$ cat src/sv/alle_pkg.sv
// Shared types, constants and helpers for the array linked list engine.
// No dependencies; imported by the top level and its checker.
`timescale 1ns / 1ps
`default_nettype none

package alle_pkg;

    localparam int NODE_COUNT = 64;
    localparam int VALUE_BITS = 16;
    localparam int ADDR_W     = 7;                    // node address, 0 is nil
    localparam int IDX_W      = $clog2(NODE_COUNT);   // memory row index
    localparam int CMD_W      = 3;
    localparam int STATUS_W   = 2;

    typedef enum logic [CMD_W-1:0] {
        CMD_INS_HEAD = 3'd0,
        CMD_INS_TAIL = 3'd1,
        CMD_DEL_HEAD = 3'd2,
        CMD_DEL_TAIL = 3'd3,
        CMD_SEARCH   = 3'd4,
        CMD_PRED     = 3'd5,
        CMD_MEMBER   = 3'd6
    } cmd_code_t;

    localparam logic [STATUS_W-1:0] ST_OK    = 2'd0;
    localparam logic [STATUS_W-1:0] ST_FULL  = 2'd1;
    localparam logic [STATUS_W-1:0] ST_EMPTY = 2'd2;
    localparam logic [STATUS_W-1:0] ST_MISS  = 2'd3;

    typedef struct packed {
        logic [CMD_W-1:0]      command;
        logic [VALUE_BITS-1:0] data_value;
        logic [ADDR_W-1:0]     node_address;
    } cmd_item_t;

    typedef struct packed {
        logic [STATUS_W-1:0]   status;
        logic [VALUE_BITS-1:0] value_out;
        logic [ADDR_W-1:0]     address_out;
    } rsp_item_t;

    // node address (1..NODE_COUNT) to memory row
    function automatic logic [IDX_W-1:0] to_idx(input logic [ADDR_W-1:0] a);
        logic [ADDR_W-1:0] t;
        t = a - ADDR_W'(1);
        return t[IDX_W-1:0];
    endfunction

    // link of a row never written: next node, last row points to nil
    function automatic logic [ADDR_W-1:0] link_init(input logic [IDX_W-1:0] idx);
        logic [ADDR_W-1:0] r;
        if (idx == IDX_W'(NODE_COUNT - 1))
        begin
            r = '0;
        end
        else
        begin
            r = ADDR_W'(idx) + ADDR_W'(2);
        end
        return r;
    endfunction

endpackage

`default_nettype wire

$ cat src/sv/array_linked_list_engine_top.sv
// Top level of the array linked list engine: FSM, link and value memories.
// Depends on alle_pkg.
`timescale 1ns / 1ps
`default_nettype none

// Channel  | Signals                        | Carries
// ---------+--------------------------------+-------------------------------------
// cmd      | cmd_valid, cmd_ready, cmd_item | command, data_value, node_address
// rsp      | rsp_valid, rsp_ready, rsp_item | status, value_out, address_out
//
// One command is worked at a time. Head insert pops the free list, then links the
// new node in; head delete reads the old head, then frees it. Walks visit one node
// per cycle through the single read port of the link memory: tail insert and tail
// delete walk the whole list, search and member test stop at the first match.
// A new command transfers while the previous result waits in the output register.
// Reset (rst_n, async) empties the list, puts all nodes on the free list and
// marks every link row unwritten; no clearing pass is needed.
// A stalled rsp side holds the finished result in the FSM until the output
// register frees.

module array_linked_list_engine_top
    import alle_pkg::*;
(
    input  wire logic      clk,
    input  wire logic      rst_n,
    input  wire logic      cmd_valid,
    output logic           cmd_ready,
    input  wire cmd_item_t cmd_item,
    output logic           rsp_valid,
    input  wire logic      rsp_ready,
    output rsp_item_t      rsp_item
);

    typedef enum logic [6:0] {
        S_IDLE       = 7'b0000001,
        S_START      = 7'b0000010,
        S_ALLOC_WAIT = 7'b0000100,
        S_WALK       = 7'b0001000,
        S_DHEAD_WAIT = 7'b0010000,
        S_FREE       = 7'b0100000,
        S_DONE       = 7'b1000000
    } state_t;

    state_t state_reg, state_next;

    // captured command
    logic [CMD_W-1:0]      cmd_reg, cmd_next;
    logic [VALUE_BITS-1:0] x_reg, x_next;
    logic [ADDR_W-1:0]     taddr_reg, taddr_next;

    // list registers
    logic [ADDR_W-1:0] head_reg, head_next;
    logic [ADDR_W-1:0] free_reg, free_next;
    logic [ADDR_W-1:0] p_reg, p_next;     // current node of a walk
    logic [ADDR_W-1:0] q_reg, q_next;     // its predecessor
    logic [ADDR_W-1:0] new_reg, new_next; // node taken by an insert

    rsp_item_t res_reg, res_next;
    logic      rsp_valid_reg, rsp_valid_next;
    rsp_item_t rsp_item_reg, rsp_item_next;

    // memories
    logic [ADDR_W-1:0]     link_mem [NODE_COUNT];
    logic [VALUE_BITS-1:0] val_mem  [NODE_COUNT];
    logic [NODE_COUNT-1:0] link_written_reg;

    logic                  lnk_we;
    logic [IDX_W-1:0]      lnk_widx;
    logic [ADDR_W-1:0]     lnk_wdata;
    logic                  val_we;
    logic [IDX_W-1:0]      val_widx;
    logic [VALUE_BITS-1:0] val_wdata;
    logic                  rd_en;
    logic [IDX_W-1:0]      rd_idx;

    logic [ADDR_W-1:0]     link_rd_reg;
    logic [VALUE_BITS-1:0] val_rd_reg;
    logic [IDX_W-1:0]      rd_idx_reg;
    logic                  rd_valid_reg;
    logic [ADDR_W-1:0]     lnk;

    // Both memories share one read index; only an insert writes the row read in the
    // same cycle, into the value memory, whose read is then unused.
    always_ff @(posedge clk)
    begin
        if (lnk_we)
        begin
            link_mem[lnk_widx] <= lnk_wdata;
        end
        if (val_we)
        begin
            val_mem[val_widx] <= val_wdata;
        end
        if (rd_en)
        begin
            link_rd_reg  <= link_mem[rd_idx];
            val_rd_reg   <= val_mem[rd_idx];
            rd_idx_reg   <= rd_idx;
            rd_valid_reg <= link_written_reg[rd_idx];
        end
    end

    // Rows not yet written read as their reset link.
    always_ff @(posedge clk or negedge rst_n)
    begin
        if (!rst_n)
        begin
            link_written_reg <= '0;
        end
        else if (lnk_we)
        begin
            link_written_reg[lnk_widx] <= 1'b1;
        end
    end

    assign lnk = rd_valid_reg ? link_rd_reg : link_init(rd_idx_reg);

    always_comb
    begin
        state_next     = state_reg;
        cmd_next       = cmd_reg;
        x_next         = x_reg;
        taddr_next     = taddr_reg;
        head_next      = head_reg;
        free_next      = free_reg;
        p_next         = p_reg;
        q_next         = q_reg;
        new_next       = new_reg;
        res_next       = res_reg;
        rsp_item_next  = rsp_item_reg;
        rsp_valid_next = rsp_valid_reg && !rsp_ready;

        lnk_we    = 1'b0;
        lnk_widx  = '0;
        lnk_wdata = '0;
        val_we    = 1'b0;
        val_widx  = '0;
        val_wdata = '0;
        rd_en     = 1'b0;
        rd_idx    = '0;

        case (state_reg)
            S_IDLE:
            begin
                if (cmd_valid)
                begin
                    cmd_next   = cmd_item.command;
                    x_next     = cmd_item.data_value;
                    taddr_next = cmd_item.node_address;
                    state_next = S_START;
                end
            end

            S_START:
            begin
                res_next   = '{status: ST_MISS, value_out: '0, address_out: '0};
                state_next = S_DONE;
                case (cmd_reg)
                    CMD_INS_HEAD, CMD_INS_TAIL:
                    begin
                        if (free_reg == '0)
                        begin
                            res_next.status = ST_FULL;
                        end
                        else
                        begin
                            // pop the free list; value goes in now
                            new_next   = free_reg;
                            rd_en      = 1'b1;
                            rd_idx     = to_idx(free_reg);
                            val_we     = 1'b1;
                            val_widx   = to_idx(free_reg);
                            val_wdata  = x_reg;
                            state_next = S_ALLOC_WAIT;
                        end
                    end
                    CMD_DEL_HEAD, CMD_DEL_TAIL:
                    begin
                        if (head_reg == '0)
                        begin
                            res_next.status = ST_EMPTY;
                        end
                        else
                        begin
                            p_next     = head_reg;
                            q_next     = '0;
                            rd_en      = 1'b1;
                            rd_idx     = to_idx(head_reg);
                            state_next = (cmd_reg == CMD_DEL_HEAD) ? S_DHEAD_WAIT : S_WALK;
                        end
                    end
                    CMD_SEARCH, CMD_PRED, CMD_MEMBER:
                    begin
                        if (head_reg != '0)
                        begin
                            p_next     = head_reg;
                            q_next     = '0;
                            rd_en      = 1'b1;
                            rd_idx     = to_idx(head_reg);
                            state_next = S_WALK;
                        end
                    end
                    default:
                    begin
                    end
                endcase
            end

            S_ALLOC_WAIT:
            begin
                free_next = lnk;
                lnk_we    = 1'b1;
                lnk_widx  = to_idx(new_reg);
                if (cmd_reg == CMD_INS_HEAD || head_reg == '0)
                begin
                    lnk_wdata  = head_reg;
                    head_next  = new_reg;
                    res_next   = '{status: ST_OK, value_out: '0, address_out: new_reg};
                    state_next = S_DONE;
                end
                else
                begin
                    // new node becomes the tail; go find the old one
                    lnk_wdata  = '0;
                    p_next     = head_reg;
                    rd_en      = 1'b1;
                    rd_idx     = to_idx(head_reg);
                    state_next = S_WALK;
                end
            end

            S_DHEAD_WAIT:
            begin
                head_next  = lnk;
                res_next   = '{status: ST_OK, value_out: val_rd_reg, address_out: '0};
                state_next = S_FREE;
            end

            S_FREE:
            begin
                // removed node goes to the head of the free list
                lnk_we     = 1'b1;
                lnk_widx   = to_idx(p_reg);
                lnk_wdata  = free_reg;
                free_next  = p_reg;
                state_next = S_DONE;
            end

            S_WALK:
            begin
                // lnk and val_rd_reg belong to p_reg
                if (cmd_reg inside {CMD_INS_TAIL, CMD_DEL_TAIL} && lnk == '0)
                begin
                    if (cmd_reg == CMD_INS_TAIL)
                    begin
                        lnk_we     = 1'b1;
                        lnk_widx   = to_idx(p_reg);
                        lnk_wdata  = new_reg;
                        res_next   = '{status: ST_OK, value_out: '0, address_out: new_reg};
                        state_next = S_DONE;
                    end
                    else
                    begin
                        if (q_reg == '0)
                        begin
                            head_next = '0;
                        end
                        else
                        begin
                            lnk_we    = 1'b1;
                            lnk_widx  = to_idx(q_reg);
                            lnk_wdata = '0;
                        end
                        res_next   = '{status: ST_OK, value_out: val_rd_reg, address_out: '0};
                        state_next = S_FREE;
                    end
                end
                else if ((cmd_reg inside {CMD_SEARCH, CMD_PRED} && val_rd_reg == x_reg) ||
                         (cmd_reg == CMD_MEMBER && p_reg == taddr_reg))
                begin
                    res_next.status      = ST_OK;
                    res_next.value_out   = '0;
                    res_next.address_out = (cmd_reg == CMD_PRED) ? q_reg : p_reg;
                    state_next           = S_DONE;
                end
                else if (lnk == '0)
                begin
                    // end of list, nothing matched (res already holds a miss)
                    state_next = S_DONE;
                end
                else
                begin
                    q_next = p_reg;
                    p_next = lnk;
                    rd_en  = 1'b1;
                    rd_idx = to_idx(lnk);
                end
            end

            S_DONE:
            begin
                if (!rsp_valid_reg || rsp_ready)
                begin
                    rsp_item_next  = res_reg;
                    rsp_valid_next = 1'b1;
                    state_next     = S_IDLE;
                end
            end

            default:
            begin
                state_next = S_IDLE;
            end
        endcase
    end

    always_ff @(posedge clk or negedge rst_n)
    begin
        if (!rst_n)
        begin
            state_reg     <= S_IDLE;
            head_reg      <= '0;
            free_reg      <= ADDR_W'(1);
            rsp_valid_reg <= 1'b0;
        end
        else
        begin
            state_reg     <= state_next;
            head_reg      <= head_next;
            free_reg      <= free_next;
            rsp_valid_reg <= rsp_valid_next;
        end
    end

    always_ff @(posedge clk)
    begin
        cmd_reg      <= cmd_next;
        x_reg        <= x_next;
        taddr_reg    <= taddr_next;
        p_reg        <= p_next;
        q_reg        <= q_next;
        new_reg      <= new_next;
        res_reg      <= res_next;
        rsp_item_reg <= rsp_item_next;
    end

    assign cmd_ready = (state_reg == S_IDLE);
    assign rsp_valid = rsp_valid_reg;
    assign rsp_item  = rsp_item_reg;

endmodule

`default_nettype wire

$ cat config.mk
export PLATFORM = sky130hd
export DESIGN_NAME = array_linked_list_engine_top
export DESIGN_NICKNAME = d
export VERILOG_FILES = /design/src/sv/alle_pkg.sv /design/src/sv/array_linked_list_engine_top.sv
export SDC_FILE = /design/constraint.sdc
export NUM_CORES = 2
export LEC_CHECK = 0
export ABC_AREA = 1
export BUFFER_PORTS_ARGS = -buffer_cell sky130_fd_sc_hd__buf_2
export CORE_MARGIN = 2
export CORE_UTILIZATION = 45
export DETAILED_ROUTE_END_ITERATION = 8
export GPL_TIMING_DRIVEN = 0
export SETUP_SLACK_MARGIN = 0.05
export SLEW_MARGIN = 20
export SYNTH_ARGS = -nofsm -noshare
export SYNTH_HDL_FRONTEND = slang
export SYNTH_SLANG_ARGS = --single-unit
$ cat constraint.sdc
create_clock -name clk -period 9.1 [get_ports clk]
set_input_delay 1.365 -clock clk [delete_from_list [all_inputs] [get_ports clk]]
set_output_delay 1.365 -clock clk [all_outputs]
set_load 0.01 [all_outputs]
==> metrics.yaml <==
path_cells: "inv_1, ha_1, nand3_1, nand2_1, inv_1, nand2_1, o21ai_1, a21oi_2, buf_2, clkbuf_1, nand3b_1, nand3_1, nand3_1, nand3_1, nand3_1, nand3_1, nand2_1"
ant_nets: 0
hold_class: "input pin to asynchronous set/reset pin"
hold_viol: 0
routed_wl_um: 314000
use_met3_pct: 14.4
use_met2_pct: 51.0
clk_pin_slew_ps: 70
final_cells: 9768
cts.path.max_buffers: 3
status: "finished, final reports clean"
max_slew.worst_pin.slew_ps: 1290
viasPerCell: 6.03
crit_family: "simple AND/OR/NAND/NOR gates"
syn_nets: 7071
vdd_ir_drop_max_uv: 179
drc: 0
wl_per_cell_um: 32.1
grt_pass1_wl_um: 426000
cts_setup_buffers: 0
crit_fanout: 13
row_count: 150
cp_num_buf_inv: 4
fin_setup_tns_ps: 0
die-height_um: 414
dieArea_um2: 171000
synth_ff_type: "edfxtp_1"
largest_reg_flops: 1024
fin_crit_ps: 5720
cpMostUsedCell: "nand3_1"
most-common-layout-cells: "nand3_1, edfxtp_1, inv_1"
critical_path_required_ps: 9620
ys_types: 50
dp_cells: 9420
finish.net_count: 7436
grt_max_degree: 76
multi_input_area_um2: 19600
syn_inst: 7031
rsz0062_at_grt: "no"
yosysSeqAreaShare_pct: 66.5
p_per_area_nw_per_um2: 183
seq_area_um2: 50200
grtUsageMet1_pct: 47.8
place_congestion: 1.01
synthToLayoutAreaGrowth_pct: 16.5
period_share_pct: 62.9
dieWidth_um: 414
antenna_found_initial: 18
synthArstFlopShare_pct: 5.10
end_kind: "register"
cts_inserted_buffers: 178
synth-seq-cells: 1685
cts_resized: 0
final_common_cell: "nand3_1"
fill_cells: 14400
ys_warn_count: 0
grt_usage_pct: 36.5
synthesis.area_um2: 75500
p_leak_nw: 34.9
start_kind: "register"
start_util_pct: 45.3
clk_latency_ps: 890
fin_skew_ps: 33.7
grt-ovfl-total: 0
cts_tree: "yes"
vias: 58900
drive_above_1_share_pct: 11.5
cts_sinks: 1685
drv_cap: 0
finalMaxSlewViolations: 0
cts_hold_buf: 0
critPathArrivalTime_ps: 6240
core_area_um2: 167000
max_freq_ghz: 0.175
cpPeakStageDelay_ps: 810
htree_levels: 4
pin_count: 57
grt_pass1_vias: 54100
dr.pass1.iters: 9
crit_path_top_delay_cell: "clkbuf_1"
dp_hpwl_um: 221000
clockRootBuffer: "clkbuf_16"
port_buffers: 56
syn_avg_cell_area_um2: 10.7
worst-setup-path-type: "register to register"
relSlewSlack_pct: 13.8
gr-max-usage-layer: "met2"
drt_iter0_drc: 10800
synth_edf_count: 1599
setup_violations: 0
-- through the flow --
step | setup slack, ps | cell area, um^2 | hold WS [ps] | power, mW | util (%)
final | 3380 | 88000 | 322 | 16.1 | 52.7
after global routing | 3400 | 87900 | 313 | 16.4 | 52.7
after CTS | 3780 | 87900 | 293 | 16.1 | 52.7
after detailed placement | 3770 | 82200 | 405 | 8.94 | 49.3
after global placement | 725 | 78500 | 401 | 8.92 | 47.1
after floorplan | 4950 | 75500 | 400 | 8.81 | -
-- path summary, 6_finish.rpt --
check / to / cells past startpoint / slack [ps] / from
setup / recovery: val_rd_reg[3] / 17 / 3380 / free_reg[0]
hold / removal: head_reg[6] / 1 / 320 / rst_n
setup reg to reg: val_rd_reg[3] / 17 / 3380 / free_reg[0]
hold reg to reg: rsp_item[6] / 0 / 410 / res_reg[6]
max in group asynchronous: link_written_reg[60] / 2 / 8150 / rst_n
min in group clk: rsp_item[6] / 0 / 410 / res_reg[6]
-- logic make-up after synthesis --
logic type	share of synthesized area, %
simple gates	23.2
flops	66.5
buf+inv	8.54
compound gates	1.28
xor+xnor	0.302
fa+ha+maj	0.166
mux	0.0149
-- final cells by class --
| type | instances | area share (%) |
|---|---|---|
| diodes | 17 | 0.0484 |
| plain buffers | 431 | 2.38 |
| clock buffers | 213 | 5.25 |
| clock inverters | 118 | 1.26 |
| inverters | 1163 | 4.96 |
| multi-input cells | 3752 | 22.3 |
| flip-flops and latches | 1685 | 57.0 |
| well taps | 2204 | 3.14 |
| repair buffers | 185 | 3.60 |
-- routing by layer --
layer	vias to the layer above	wire length, um
met3	1046	48500
met5	-	130
met1	28500	116000
met2	4761	127000
li1	24700	-
met4	16	22200
-- power breakdown --
part           leakage (nW)  internal, mW  switching, mW
clock network          2.80          4.07           3.22
registers              12.4          8.45         0.0374
logic                  19.6        0.0792          0.214
-- cells in the mapped netlist (28+ instances only) --
cell type	number	area [um^2]
buf_1	28	105
buf_2	237	1190
buf_4	39	293
clkbuf_1	124	465
dfrtp_1	84	2100
edfxtp_1	1599	48000
inv_1	1143	4290
nand2_1	1064	3990
nand3_1	1677	8390
nand3b_1	507	3810
nor2_1	249	935
o21ai_0	74	370
o21ai_1	31	155
(Power assumes the default switching activity.)
